File: config.mk
export PLATFORM = sky130hd
export DESIGN_NAME = shader_text_minifier
export DESIGN_NICKNAME = d
export VERILOG_FILES = /design/src/design/stm_pkg.sv /design/src/design/shader_text_minifier.sv /design/src/design/stm_scan.sv /design/src/design/stm_outbuf.sv
export SDC_FILE = /design/constraint.sdc
export NUM_CORES = 1
export LEC_CHECK = 0
export BUFFER_PORTS_ARGS = -buffer_cell sky130_fd_sc_hd__buf_4
export CORE_UTILIZATION = 58
export CTS_CLUSTER_SIZE = 12
export DETAILED_ROUTE_END_ITERATION = 6
export HOLD_SLACK_MARGIN = 0.15
export PLACE_DENSITY = 0.88
export SETUP_SLACK_MARGIN = 0.02
export SYNTH_ARGS = -nofsm -noshare
export SYNTH_HDL_FRONTEND = slang
export SYNTH_SLANG_ARGS = --single-unit
File: constraint.sdc
create_clock -name clk -period 3.5 [get_ports clk]
set_clock_uncertainty 0.05 [all_clocks]
set_input_delay 1.05 -clock clk [delete_from_list [all_inputs] [get_ports clk]]
set_output_delay 1.05 -clock clk [all_outputs]
set_load 0.01 [all_outputs]
File: src/design/stm_pkg.sv
package stm_pkg;

  // Character codes
  localparam logic [7:0] CH_HASH  = 8'h23;
  localparam logic [7:0] CH_SPACE = 8'h20;
  localparam logic [7:0] CH_UNDER = 8'h5F;
  localparam logic [7:0] CH_LF    = 8'h0A;
  localparam logic [7:0] CH_CR    = 8'h0D;
  localparam logic [7:0] CH_TAB   = 8'h09;
  localparam logic [7:0] CH_BSL   = 8'h5C;
  localparam logic [7:0] CH_DQ    = 8'h22;
  localparam logic [7:0] CH_SQ    = 8'h27;

  // Scanner modes
  localparam logic [2:0] MODE_NORMAL    = 3'd0;
  localparam logic [2:0] MODE_AFTER_ID  = 3'd1;
  localparam logic [2:0] MODE_ID_WS     = 3'd2;
  localparam logic [2:0] MODE_DIRECTIVE = 3'd3;
  localparam logic [2:0] MODE_QUOTE     = 3'd4;
  localparam logic [2:0] MODE_QUOTE_ESC = 3'd5;

  localparam int MAX_RES = 3;

  // Results caused by one input item
  typedef struct packed {
    logic [1:0]               cnt;       // number of results, 0..3
    logic [MAX_RES-1:0][7:0]  bytes;     // result bytes, first in slot 0
    logic                     marker;    // single result carries no byte
    logic                     text_end;  // last result closes the text
  } bundle_t;

  function automatic logic is_id_char(input logic [7:0] c);
    return (c >= 8'h61 && c <= 8'h7A) || (c >= 8'h41 && c <= 8'h5A) ||
           (c >= 8'h30 && c <= 8'h39) || c == CH_UNDER;
  endfunction

  function automatic logic is_blank(input logic [7:0] c);
    return c == CH_SPACE || c == CH_TAB;
  endfunction

  function automatic logic is_line_end(input logic [7:0] c);
    return c == CH_LF || c == CH_CR;
  endfunction

endpackage

File: src/design/shader_text_minifier.sv
// An accepted item sits in the input register while the scanner works out its
// results combinationally; they are loaded into the result register and offered
// from there one at a time.
// One item per cycle when it gives at most one result and the receiver is ready;
// an item giving two or three results holds the result register until all are taken.
// Reset (rst, synchronous, active high) empties both registers and returns
// the scanner to normal mode with no directive pending.
module shader_text_minifier import stm_pkg::*; (
  input  logic       clk,
  input  logic       rst,
  input  logic       s_tvalid,
  output logic       s_tready,
  input  logic [7:0] s_tdata,   // in_byte
  input  logic       s_tlast,   // text_end
  output logic       m_tvalid,
  input  logic       m_tready,
  output logic [7:0] m_tdata,   // out_byte
  output logic       m_tlast,   // run_last
  output logic [1:0] m_tuser    // [0] byte_valid, [1] output_end
);

  logic       hold_valid;
  logic [7:0] hold_byte;
  logic       hold_end;
  logic       take;
  logic       advance;
  bundle_t    bundle;

  assign advance = hold_valid && take;
  assign s_tready = !hold_valid || advance;

  // Input register
  always_ff @(posedge clk) begin
    if (rst) begin
      hold_valid <= 1'b0;
    end else if (s_tready) begin
      hold_valid <= s_tvalid;
    end
  end

  always_ff @(posedge clk) begin
    if (s_tready && s_tvalid) begin
      hold_byte <= s_tdata;
      hold_end <= s_tlast;
    end
  end

  stm_scan u_scan (
    .clk       (clk),
    .rst       (rst),
    .hold_byte (hold_byte),
    .hold_end  (hold_end),
    .advance   (advance),
    .bundle    (bundle)
  );

  stm_outbuf u_outbuf (
    .clk      (clk),
    .rst      (rst),
    .bundle   (bundle),
    .load_req (hold_valid),
    .take     (take),
    .m_tvalid (m_tvalid),
    .m_tready (m_tready),
    .m_tdata  (m_tdata),
    .m_tlast  (m_tlast),
    .m_tuser  (m_tuser)
  );

  // Checks
  a_rst_empty: assert property (@(posedge clk) rst |=> !m_tvalid && !hold_valid)
    else $error("buffers not empty after reset");
  a_end_is_last: assert property (@(posedge clk) disable iff (rst)
    m_tvalid && m_tuser[1] |-> m_tlast)
    else $error("end of text not on last item of its run");
  a_marker_end: assert property (@(posedge clk) disable iff (rst)
    m_tvalid && !m_tuser[0] |-> m_tuser[1] && m_tdata == 8'h00)
    else $error("marker item outside end of text");
  a_stall_holds: assert property (@(posedge clk) disable iff (rst)
    hold_valid && !advance |=> hold_valid && $stable(hold_byte) && $stable(hold_end))
    else $error("input register lost a stalled item");

endmodule

File: src/design/stm_scan.sv
module stm_scan import stm_pkg::*; (
  input  logic       clk,
  input  logic       rst,
  input  logic [7:0] hold_byte,
  input  logic       hold_end,
  input  logic       advance,
  output bundle_t    bundle
);

  logic [2:0] scan_mode, scan_mode_next;
  logic       quote_is_double, quote_is_double_next;
  logic       directive_spaced, directive_spaced_next;
  logic       last_was_directive, last_was_directive_next;

  logic [1:0]              n;
  logic [MAX_RES-1:0][7:0] res;
  logic                    marker;
  logic [7:0]              c;
  logic [7:0]              close_q;

  assign c = hold_byte;
  assign close_q = quote_is_double ? CH_DQ : CH_SQ;

  // Per-item decision: results and next scanner state
  always_comb begin
    n = 2'd0;
    res = '0;
    marker = 1'b0;
    scan_mode_next = scan_mode;
    quote_is_double_next = quote_is_double;
    directive_spaced_next = directive_spaced;
    last_was_directive_next = last_was_directive;

    if (scan_mode == MODE_DIRECTIVE) begin
      if (is_line_end(c)) begin
        res[n] = CH_LF; n = n + 2'd1;
        scan_mode_next = MODE_NORMAL;
      end else if (is_blank(c)) begin
        if (!directive_spaced) begin
          res[n] = c; n = n + 2'd1;
          directive_spaced_next = 1'b1;
        end
      end else begin
        res[n] = c; n = n + 2'd1;
        directive_spaced_next = 1'b0;
      end
    end else if (scan_mode == MODE_QUOTE) begin
      res[n] = c; n = n + 2'd1;
      if (c == CH_BSL) scan_mode_next = MODE_QUOTE_ESC;
      else if (c == close_q) scan_mode_next = MODE_NORMAL;
    end else if (scan_mode == MODE_QUOTE_ESC) begin
      res[n] = c; n = n + 2'd1;
      scan_mode_next = MODE_QUOTE;
    end else if (is_id_char(c)) begin
      if (scan_mode == MODE_ID_WS) begin
        res[n] = CH_SPACE; n = n + 2'd1;
      end
      res[n] = c; n = n + 2'd1;
      scan_mode_next = MODE_AFTER_ID;
      last_was_directive_next = 1'b0;
    end else if (is_blank(c) || is_line_end(c)) begin
      if (scan_mode == MODE_AFTER_ID) scan_mode_next = MODE_ID_WS;
    end else if (c == CH_HASH) begin
      if (!last_was_directive) begin
        res[n] = CH_LF; n = n + 2'd1;
      end
      res[n] = c; n = n + 2'd1;
      scan_mode_next = MODE_DIRECTIVE;
      directive_spaced_next = 1'b0;
      last_was_directive_next = 1'b1;
    end else if (c == CH_SQ || c == CH_DQ) begin
      res[n] = c; n = n + 2'd1;
      quote_is_double_next = (c == CH_DQ);
      scan_mode_next = MODE_QUOTE;
      last_was_directive_next = 1'b0;
    end else begin
      res[n] = c; n = n + 2'd1;
      scan_mode_next = MODE_NORMAL;
      last_was_directive_next = 1'b0;
    end

    // End of text: closing newline, marker if nothing left, state back to reset
    if (hold_end) begin
      if (scan_mode_next == MODE_DIRECTIVE || !last_was_directive_next) begin
        res[n] = CH_LF; n = n + 2'd1;
      end
      if (n == 2'd0) begin
        marker = 1'b1;
        n = 2'd1;
      end
      scan_mode_next = MODE_NORMAL;
      quote_is_double_next = 1'b0;
      directive_spaced_next = 1'b0;
      last_was_directive_next = 1'b1;
    end
  end

  assign bundle.cnt = n;
  assign bundle.bytes = res;
  assign bundle.marker = marker;
  assign bundle.text_end = hold_end;

  // Scanner state
  always_ff @(posedge clk) begin
    if (rst) begin
      scan_mode <= MODE_NORMAL;
      quote_is_double <= 1'b0;
      directive_spaced <= 1'b0;
      last_was_directive <= 1'b1;
    end else if (advance) begin
      scan_mode <= scan_mode_next;
      quote_is_double <= quote_is_double_next;
      directive_spaced <= directive_spaced_next;
      last_was_directive <= last_was_directive_next;
    end
  end

endmodule

File: src/design/stm_outbuf.sv
module stm_outbuf import stm_pkg::*; (
  input  logic       clk,
  input  logic       rst,
  input  bundle_t    bundle,
  input  logic       load_req,
  output logic       take,
  output logic       m_tvalid,
  input  logic       m_tready,
  output logic [7:0] m_tdata,   // out_byte
  output logic       m_tlast,   // run_last
  output logic [1:0] m_tuser    // [0] byte_valid, [1] output_end
);

  logic [1:0]              cnt;
  logic [1:0]              idx;
  logic [MAX_RES-1:0][7:0] data;
  logic                    marker;
  logic                    text_end;
  logic                    at_last;
  logic                    load;

  assign at_last = (idx == cnt - 2'd1);
  assign m_tvalid = (cnt != 2'd0);
  // free for a new bundle when empty or its last item leaves now
  assign take = (cnt == 2'd0) || (m_tready && at_last);
  assign load = load_req && take;

  assign m_tdata = marker ? 8'h00 : data[idx];
  assign m_tlast = at_last;
  assign m_tuser = {text_end && at_last, !marker};

  // Result register: holds one bundle and walks through its items
  always_ff @(posedge clk) begin
    if (rst) begin
      cnt <= 2'd0;
      idx <= 2'd0;
    end else if (load) begin
      cnt <= bundle.cnt;
      idx <= 2'd0;
    end else if (m_tvalid && m_tready) begin
      if (at_last) cnt <= 2'd0;
      else idx <= idx + 2'd1;
    end
  end

  always_ff @(posedge clk) begin
    if (load) begin
      data <= bundle.bytes;
      marker <= bundle.marker;
      text_end <= bundle.text_end;
    end
  end

endmodule

; ---- Word-level counts from Yosys, hierarchy flattened
; Index checks and enable logic that the tools add are counted.
[word_totals]
output_inout_bits = 13
input_bits = 13
elab_cells = 204
reg_bits = 46
[op_classes]
n_bitwise = 4
n_reduce_logical = 36
n_lt_le_gt_ge = 13
n_eq_ne = 28
add_sub_neg = 5
muxes = 104
[op_table]
columns = op, count
row1 = $mux W8, 22
row2 = $mux W24, 4
row3 = $mux W16, 4
row4 = $bwmux W24, 2
row5 = $demux W8 S2, 3
row6 = $mux W2, 24
row7 = $mux W3, 13
row8 = $eq A8 B6 Y1 const B, 4
row9 = $mux W1, 29
row10 = $eq A8 B4 Y1 const B, 3
row11 = $and A18 B18 Y18, 1
row12 = $not A18 Y18, 1
row13 = $bmux W8 S2, 1
row14 = $eq A8 B7 Y1 const B, 2
row15 = $ge A8 B7 Y1 const B, 2
row16 = $le A8 B7 Y1 const B, 2
row17 = $lt A2 B3 Y1 const B, 4
row18 = $ne A2 B2 Y1 const B, 6
row19 = $ne A3 B2 Y1 const B, 4
row20 = $logic_and A1 B1 Y1, 11
row21 = $logic_or A1 B1 Y1, 10
row22 = $eq A3 B2 Y1 const B, 3
row23 = $add A2 B1 Y2 const B, 4
row24 = $eq A8 B8 Y1, 1
row25 = 20 further kinds, 30

; ---- Logic depth before layout (Yosys ltp)
; Gate-level depths: netlist of run 1.
[logic_depth]
depth_word = 24
depth_mapped = 10

; ---- Modules after synthesis
; From an unflattened synthesis of run 1, not the netlist that was laid out.
[hier_totals]
cells_unflattened = 293
hier_area_um2 = 2947.8
[modules_own_cells]
columns = mod, instances, area_each_um2, seq_area_each_um2, cells_each
row1 = stm_scan, 1, 1343.8, 120.1, 180
row2 = stm_outbuf, 1, 1271.2, 860.8, 98
row3 = shader_text_minifier, 1, 332.8, 290.3, 15

; ---- Worst setup path before layout of run 1
; No wires, ideal clock.
[synth_timing]
path_type = reg2reg
start = register hold_byte[4]
end = register u_outbuf.data[1] (netlist name) (data pin)
arrival_ps = 2350
setup_ps = 261
required_time_ps = 3189
stages_incl_launch_ff = 8
synth_period_minus_slack_ps = 2660
slack_ps = 840
cell_sequence = edfxtp_1 -> or3_1 -> buf_6 -> or4_4 -> a21oi_1 -> o21ai_2 -> ha_1 -> a221o_1
[synth_lines]
columns = element, line_no
row1 = from (decl), shader_text_minifier.sv:23  ; logic [7:0] hold_byte;
row2 = from (signal assigned), shader_text_minifier.sv:43  ; hold_byte <= s_tdata;
row3 = to (signal assigned), stm_outbuf.sv:48  ; data <= bundle.bytes;
row4 = to (decl), stm_outbuf.sv:16  ; logic [MAX_RES-1:0][7:0] data;

; ---- Worst setup path after layout of run 1
[layout_timing]
start = register hold_byte[7]
end = register u_outbuf.marker (data pin)
[layout_via]
elab_chain_cells = 15
word_cells_on_any_way = 58
classes_between = add/sub: 1 / order compare: 6 / eq/ne: 11 / mux: 27 / reduce/logical: 13
[layout_rtl]
columns = element, line_no
row1 = "parallel branches: the longest is 11 deep, another holds $ge A8 B7 Y1", -
row2 = $mux W2 *, stm_scan.sv:84  ; if (scan_mode_next == MODE_DIRECTIVE || !last_was_directive_next) begin
row3 = $mux W2 *, stm_scan.sv:83  ; if (hold_end) begin
row4 = $logic_not A2 Y1 *, stm_scan.sv:87  ; if (n == 2'd0) begin
row5 = $mux W1 *, stm_scan.sv:87
row6 = to (signal assigned), stm_outbuf.sv:49  ; marker <= bundle.marker;
row7 = to (decl), stm_outbuf.sv:17  ; logic marker;
; Mark *: on every way between the ends. The select of a mux whose other input is x is not followed.
; A chain may end at the register's enable or synchronous reset.

==> results of run 1 <==
power groups by stage:
stage                     Combinational, mW  Sequential, mW  Clock (mW)
after floorplan                       0.111           0.541           0
after global placement                0.142           0.552           0
after detailed placement              0.145           0.554           0
after CTS                             0.146           0.543       0.364
after global routing                  0.161           0.547       0.383
final                                 0.146           0.544       0.357
placed cells by master, fill, tap and decap left out, types with 4 or more instances in the layout:
cell type                  instances
sky130_fd_sc_hd__clkbuf_8          5
sky130_fd_sc_hd__dfxtp_1          11
sky130_fd_sc_hd__inv_1            17
sky130_fd_sc_hd__ha_1              4
sky130_fd_sc_hd__o21ai_0          12
sky130_fd_sc_hd__edfxtp_1         28
sky130_fd_sc_hd__mux2i_1           9
sky130_fd_sc_hd__nor2_1           21
sky130_fd_sc_hd__nand3_1           5
sky130_fd_sc_hd__a211oi_1          8
sky130_fd_sc_hd__nand2_1          11
sky130_fd_sc_hd__nand2b_1          6
sky130_fd_sc_hd__o22ai_1           4
sky130_fd_sc_hd__buf_4            28
sky130_fd_sc_hd__a21oi_1          16
sky130_fd_sc_hd__nor3_1            8
logic make-up after synthesis:
group                    after synthesis  synth area share (%)
multiplexers                           9                 3.758
AND/OR/NAND/NOR                       78                 18.63
flip-flops                            39                 44.26
AO/OA/AOI/OAI                         77                 23.64
other                                  1                0.1564
adder cells (fa/ha/maj)                4                 2.088
XOR/XNOR                               3                 1.096
buffers and inverters                 32                 6.367
routing by layer:
layer / up-vias / wire (um)
met5: - / 0
met3: 14 / 339
met2: 100 / 2541
met4: 0 / 148
li1: 945 / -
met1: 894 / 1991
flip-flops by register name, summed over array words and instances (netlist names):
signal / flops
hold_valid: 1
u_outbuf.text_end: 1
u_outbuf.data: 17
hold_end: 1
u_scan.directive_spaced: 1
u_scan.scan_mode: 3
u_scan.quote_is_double: 1
u_outbuf.cnt: 2
hold_byte: 8
u_scan.last_was_directive: 1
u_outbuf.marker: 1
u_outbuf.idx: 2
worst paths after layout:
path	end	cells past startpoint
setup / recovery	u_outbuf.marker$_SDFFCE_PN0P_	9
setup reg to reg	u_outbuf.marker$_SDFFCE_PN0P_	9
hold / removal	u_scan.quote_is_double$_SDFFE_PP0P_	2
hold reg to reg	u_scan.quote_is_double$_SDFFE_PP0P_	2
stage by stage:
stage               power, mW  std cells  hold WS [ns]  worst slack, ns
floorplan              0.6517        243        0.3744           0.8397
global placement       0.6936        307        0.4210           0.6207
detailed placement     0.6985        307        0.4404           0.4849
CTS                     1.054        315        0.4515           0.4450
global route            1.091        315        0.4922           0.1868
finish                  1.047        315        0.4524           0.3856
cell usage after synthesis, types with 3 or more instances:
library cell	instances	area (um^2)
sky130_fd_sc_hd__edfxtp_1	28	840.8
sky130_fd_sc_hd__nor2_1	21	78.83
sky130_fd_sc_hd__inv_1	17	63.81
sky130_fd_sc_hd__a21oi_1	16	80.08
sky130_fd_sc_hd__o21ai_0	12	60.06
sky130_fd_sc_hd__dfxtp_1	11	220.2
sky130_fd_sc_hd__nand2_1	11	41.29
sky130_fd_sc_hd__mux2i_1	9	90.09
sky130_fd_sc_hd__a211oi_1	8	60.06
sky130_fd_sc_hd__nor3_1	8	40.04
sky130_fd_sc_hd__clkbuf_1	6	22.52
sky130_fd_sc_hd__nand2b_1	6	37.54
sky130_fd_sc_hd__nand3_1	5	25.02
sky130_fd_sc_hd__ha_1	4	50.05
sky130_fd_sc_hd__o22ai_1	4	25.02
sky130_fd_sc_hd__a21o_1	3	22.52
sky130_fd_sc_hd__and2_1	3	18.77
sky130_fd_sc_hd__and3_1	3	18.77
sky130_fd_sc_hd__buf_6	3	33.78
sky130_fd_sc_hd__nor2b_1	3	18.77
sky130_fd_sc_hd__o21a_1	3	22.52
critical path: cells and delay by family (launching register included):
family	cells	cell delay (ns)
AO/OA/AOI/OAI	5	0.93
adder cells (fa/ha/maj)	1	0.37
buffers and inverters	1	0.05
flip-flops	1	0.46
AND/OR/NAND/NOR	2	1.09
cell type report:
type                    count  area share [%]
multi-input cells         172           43.96
flip-flops and latches     39           39.41
repair buffers             28           7.807
clock buffers               5           2.556
inverters                  18           2.509
well taps                  50           2.323
clock inverters             3           1.441
==> metrics, run 1 <==
Worst path most repeated cell sky130_fd_sc_hd__a21oi_1; proportion of layout cells with a drive suffix above 1 21.13%; internal power 795.3 uW; cells along the critical path or3_1 -> nor4_1 -> o21ai_0 -> a21oi_1 -> o21ai_2 -> ha_1 -> inv_1 -> a211o_1 -> a21oi_1; post-CTS clock slew at the launch and capture registers of the worst setup and hold paths 0.07 ns; CTS tree built; iteration count of the initial detailed-routing pass 5; Design Area, Final 0.002693 mm^2; largest vdd supply drop 222.3 uV; post-synthesis async set-or-reset flop share 0%; time the final worst path needs with I/O delays and setup 3.114 ns; area delta synth->final 12.32%; via count of the first global-routing pass 1,778; Slowest-stage cell, CP sky130_fd_sc_hd__nor4_1; switching portion of total power 24.07%; Die Ht 66.29 um; count of endpoints failing hold in the final timing report 0; unrepaired setup endpoints after global routing no; flip-flop and latch count after synthesis 39; number of nets with antenna violations after detailed routing 0; part of the power in combinational logic 14.0%; flop2flop setup slack 0.39 ns; core region area 0.003971 mm^2; worst setup path startpoint hold_byte[7]$_DFFE_PP_; startpoint of the lowest-slack register-to-register path hold_byte[7]$_DFFE_PP_; total half-perimeter wirelength after legalization and detailed placement 3685 um; Finish-stage setup viols 0; Leakage 1.002 nW; number of unique standard cell types used by synthesis 66; post-synthesis cell count 243; sequential standard cell area 0.001061 mm^2; count of fill cells added during filler insertion 308; drt drc 0; maximum operating frequency 321.1 MHz; maximum root-to-sink buffer count 2; width of the die 66.29 um; status finished clean; GR met3 Demand/Resource 5.862%; startpoint of the most critical hold path u_scan.quote_is_double$_SDFFE_PP0P_; count of flip-flops with a built-in enable after synthesis 28; class of the tightest hold or removal check reg2reg; Worst-Skew Late Latency 0.29 ns; die area 0.004394 mm^2; final net count 281; core occupancy in the finished layout 67.80%; pin count of the biggest net entering global routing 24; Mapped Nets 260; share of power burned in the clock network 34.1%; post-CTS setup buffers 0; final number of max-transition violations 0; power per unit of standard cell area 389.0 mW/mm^2; main flop type after synthesis sky130_fd_sc_hd__edfxtp_1; share of the cycle needed by the critical path after routing 88.98%; final weighted congestion of routability-driven global placement 0.9326; transition time of the tightest slew-check pin 0.7873 ns; layer with the highest usage met2; standard cell area after detailed placement 0.002585 mm^2; Warnings, synthesis 0; Initial Utilization 60.37%; number of levels in the clock H-tree 2; hold buffers post-CTS 0; # clock sinks 39; GR Util All Layers 25.24%; average detailed-routed wire length per instance 15.94 um; type of origin of the critical path register; number of port buffers 25; crit-path max cell delay 0.55 ns; average instance area after synthesis 9.865 um^2; # rows 23; number of vias in the routed layout 1,953; setup TNS after final layout 0 ns; register area share after synthesis 44.26%; GR Layer Usage met1 29.56%; Worst Setup End Kind register; headroom to the max-slew limit 47.45%; vias per cell 6.200; multi-input logic area 0.001184 mm^2; n_diodes 0; Psw 252.1 uW; initial antenna violation count 0; total clock buffers created by CTS 5; total standard cell area after synthesis 0.002397 mm^2; Iteration-0 DRC Markers 140; number of top-level design ports 26; Critical Path Fanout Max 9; met2 routing resource usage after global routing 43.24%; worst endpoint required time 3.57 ns; Sequential Power Share 51.9%; number of resized instances in the post-cts repair step 0; GRT Residual Overflow 0; wire length of the first global-routing pass 8142 um; arrival time reported for the critical path endpoint 3.19 ns; max_cap viols 0; critical path class reg2reg; buffer cell driving the clock tree root sky130_fd_sc_hd__clkbuf_8; Routed Wire Length 5020 um
Note: power is estimated with default switching activity, not from simulation.
==> run 2, diff against run 1 <==
--- a/config.mk
+++ b/config.mk
@@ -9,9 +9,9 @@
 export CORE_UTILIZATION = 58
 export CTS_CLUSTER_SIZE = 12
 export DETAILED_ROUTE_END_ITERATION = 6
-export HOLD_SLACK_MARGIN = 0.15
-export PLACE_DENSITY = 0.88
+export PLACE_DENSITY = 0.87
 export SETUP_SLACK_MARGIN = 0.02
 export SYNTH_ARGS = -nofsm -noshare
 export SYNTH_HDL_FRONTEND = slang
+export SYNTH_HIERARCHICAL = 1
 export SYNTH_SLANG_ARGS = --single-unit
==> run 2 against run 1 <==
First-iteration DRC count grew 34%. Clock power shrank 15%. Flip-flop and latch count grew 7. Cell count grew 21%. Largest cell class unchanged. Highest routed layer unchanged.
==> metrics, run 2 <==
adder-cell share of the synthesized area 1.698%; number of port buffers 25; average instance area after synthesis 10.06 um^2; number of levels in the clock H-tree 2; post-synthesis cell count 293; sequential standard cell area 0.001271 mm^2; cell types with the largest area share after synthesis sky130_fd_sc_hd__edfxtp_1 36%, sky130_fd_sc_hd__dfxtp_1 7.5%, sky130_fd_sc_hd__nor2_1 4.3%; class of the tightest hold or removal check reg2reg; core region area 0.004817 mm^2; register area share after synthesis 43.12%; count of fill cells added during filler insertion 399; post-CTS setup buffers 0; transition time of the tightest slew-check pin 0.7949 ns; post-synthesis compound-gate area fraction 21.43%; number of resized instances in the post-cts repair step 0; dpl ws 0.4831 ns; vias per cell 5.916; wire length of the first global-routing pass 9121 um; registers with the most flip-flops u_outbuf/data: 24 flops, hold_byte: 8 flops, u_scan/scan_mode: 3 flops; total standard cell area after synthesis 0.002948 mm^2; most frequent standard cell in the layout excluding fill and tap cells sky130_fd_sc_hd__edfxtp_1; area delta synth->final 8.192%; total half-perimeter wirelength after legalization and detailed placement 4060 um; die area 0.005371 mm^2; # rows 25; layer with the highest usage met2; pin count of the biggest net entering global routing 29; initial antenna violation count 0; basic-gate share of the synthesized area counting and, or, nand and nor cells 20.20%; iteration count of the initial detailed-routing pass 5; cell accounting for the most synthesized area sky130_fd_sc_hd__edfxtp_1; type of origin of the critical path register; post-synthesis mux area share 4.499%; most frequent cell after synthesis sky130_fd_sc_hd__edfxtp_1; via count of the first global-routing pass 2,013; maximum root-to-sink buffer count 2; largest family of logic cells by synthesized area compound AO/OA/AOI/OAI gates; worst endpoint required time 2.40 ns; CTS tree built; drt drc 0; worst path setup slack after routing 0.2718 ns; final number of max-transition violations 0; setup TNS after final layout 0 ns; number of nets with antenna violations after detailed routing 0; Worst-Skew Late Latency 0.30 ns; Die Ht 73.29 um; unrepaired setup endpoints after global routing no; flip-flop and latch count after synthesis 46; number of vias in the routed layout 2,248; Worst Setup End Kind output port; GRT Residual Overflow 0; crit-path max cell delay 0.54 ns; Synth Area in XOR/XNOR 0.8913%; most used cells in the layout excluding fill and tap cells 35 x sky130_fd_sc_hd__edfxtp_1, 34 x sky130_fd_sc_hd__nor2_1, 28 x sky130_fd_sc_hd__buf_4, 25 x sky130_fd_sc_hd__a21oi_1, 18 x sky130_fd_sc_hd__inv_1; Post-Route Hold Slack 0.4872 ns; total clock buffers created by CTS 5; GR Layer Usage met1 28.97%; main flop type after synthesis sky130_fd_sc_hd__edfxtp_1; Warnings, synthesis 6; count of flip-flops with a built-in enable after synthesis 35; post-synthesis async set-or-reset flop share 0%; commonest cells in the synthesized netlist 35 x sky130_fd_sc_hd__edfxtp_1, 34 x sky130_fd_sc_hd__nor2_1, 25 x sky130_fd_sc_hd__a21oi_1; n_diodes 0; # clock sinks 46; arrival time reported for the critical path endpoint 2.13 ns; cells along the critical path inv_1 -> ha_1 -> xnor2_1 -> o31ai_2 -> nand2b_4 -> buf_4; Final Non-Filler Cells 380; power per unit of standard cell area 352.6 mW/mm^2; final net count 329; Routed Wire Length 5533 um; time the final worst path needs with I/O delays and setup 3.228 ns; multi-input logic area 0.001474 mm^2; Iteration-0 DRC Markers 188; largest reg by FF count u_outbuf/data; GR Util All Layers 22.35%; largest vdd supply drop 206.0 uV; status finished clean; met2 routing resource usage after global routing 37.24%; average detailed-routed wire length per instance 14.56 um; Finish-stage setup viols 0; proportion of layout cells with a drive suffix above 1 21.41%; hold buffers post-CTS 0; GR met3 Demand/Resource 4.390%; number of top-level design ports 26; max_cap viols 0; Post-Place Cells 372; final weighted congestion of routability-driven global placement 0.9582; critical path class reg2out; maximum operating frequency 309.8 MHz; count of endpoints failing hold in the final timing report 0; number of unique standard cell types used by synthesis 74; Initial Utilization 61.19%; share of the cycle needed by the critical path after routing 92.24%; Critical Path Fanout Max 6; Slowest-stage cell, CP sky130_fd_sc_hd__xnor2_1; buffer cell driving the clock tree root sky130_fd_sc_hd__clkbuf_8; post-CTS clock slew at the launch and capture registers of the worst setup and hold paths 0.08 ns; headroom to the max-slew limit 46.52%; post-layout power 1.124 mW; width of the die 73.29 um; Leakage 1.213 nW; proportion of netlist area held by the largest area contributor 35.65%; number of flip-flops in the largest register 24
[run 2: changes by cell type in the layout (fill, tap and decap cells not counted), sizes merged, moves of 5 or more]
cell	change
a21oi	+12
a211oi	-6
conb	+6
nor2	+14
nor4	+6
nor2b	+5
edfxtp	+7
[run 2: final timing paths]
check,from,end,slack [ns],cells past startpoint
min,u_scan/quote_is_double$_SDFFE_PP0P_,u_scan/quote_is_double$_SDFFE_PP0P_,0.49,2
max,u_outbuf/cnt[0]$_SDFFE_PP0P_,s_tready,0.27,6
min reg2reg,u_scan/quote_is_double$_SDFFE_PP0P_,u_scan/quote_is_double$_SDFFE_PP0P_,0.49,2
max reg2reg,hold_byte[0]$_DFFE_PP_,u_outbuf/data[1]$_DFFE_PP_,0.45,9
[run 2: critical path: cells and delay by family (launching register included)]
kind            cells  cell delay [ns]
simple gates        1             0.19
fa+ha+maj           1             0.32
flops               1             0.41
compound gates      1             0.16
buf+inv             2             0.20
xor+xnor            1             0.54
[run 2: stage by stage]
step,util (%),instance area (um^2)
detailed placement,64.49,3107
CTS,66.21,3189
finish,66.21,3189
floorplan,-,2970
global route,66.21,3189
global placement,64.49,3107
[run 2: logic make-up after synthesis]
logic type | Yosys count
AOI/OAI and AO/OA | 86
xor gates and xnor gates | 3
adders and majority gates | 4
buffers and inverters | 40
DFF | 46
muxes | 13
other | 1
and+or+nand+nor | 100
[run 2: final cells by class]
cell class | count | area share [%]
Sequential cell | 46 | 39.86
Timing Repair Buffer | 28 | 6.591
Inverter | 18 | 2.118
Clock buffer | 6 | 2.275
Clock inverter | 2 | 0.3138
Multi-Input combinational cell | 213 | 46.21
Tap cell | 67 | 2.628
[run 2: report_power, final]
group,internal (mW),switching [mW],leakage [nW],total (mW)
registers,0.621,0.0312,0.423,0.652
clock network,0.138,0.167,0.0450,0.305
logic,0.0740,0.0934,0.746,0.167
total,0.833,0.291,1.21,1.12
[run 2: layer usage]
| layer | vias up | wire length (um) |
|---|---|---|
| met3 | 9 | 305 |
| met5 | - | 0 |
| met1 | 1055 | 2437 |
| met4 | 0 | 92 |
| li1 | 1104 | - |
| met2 | 80 | 2698 |
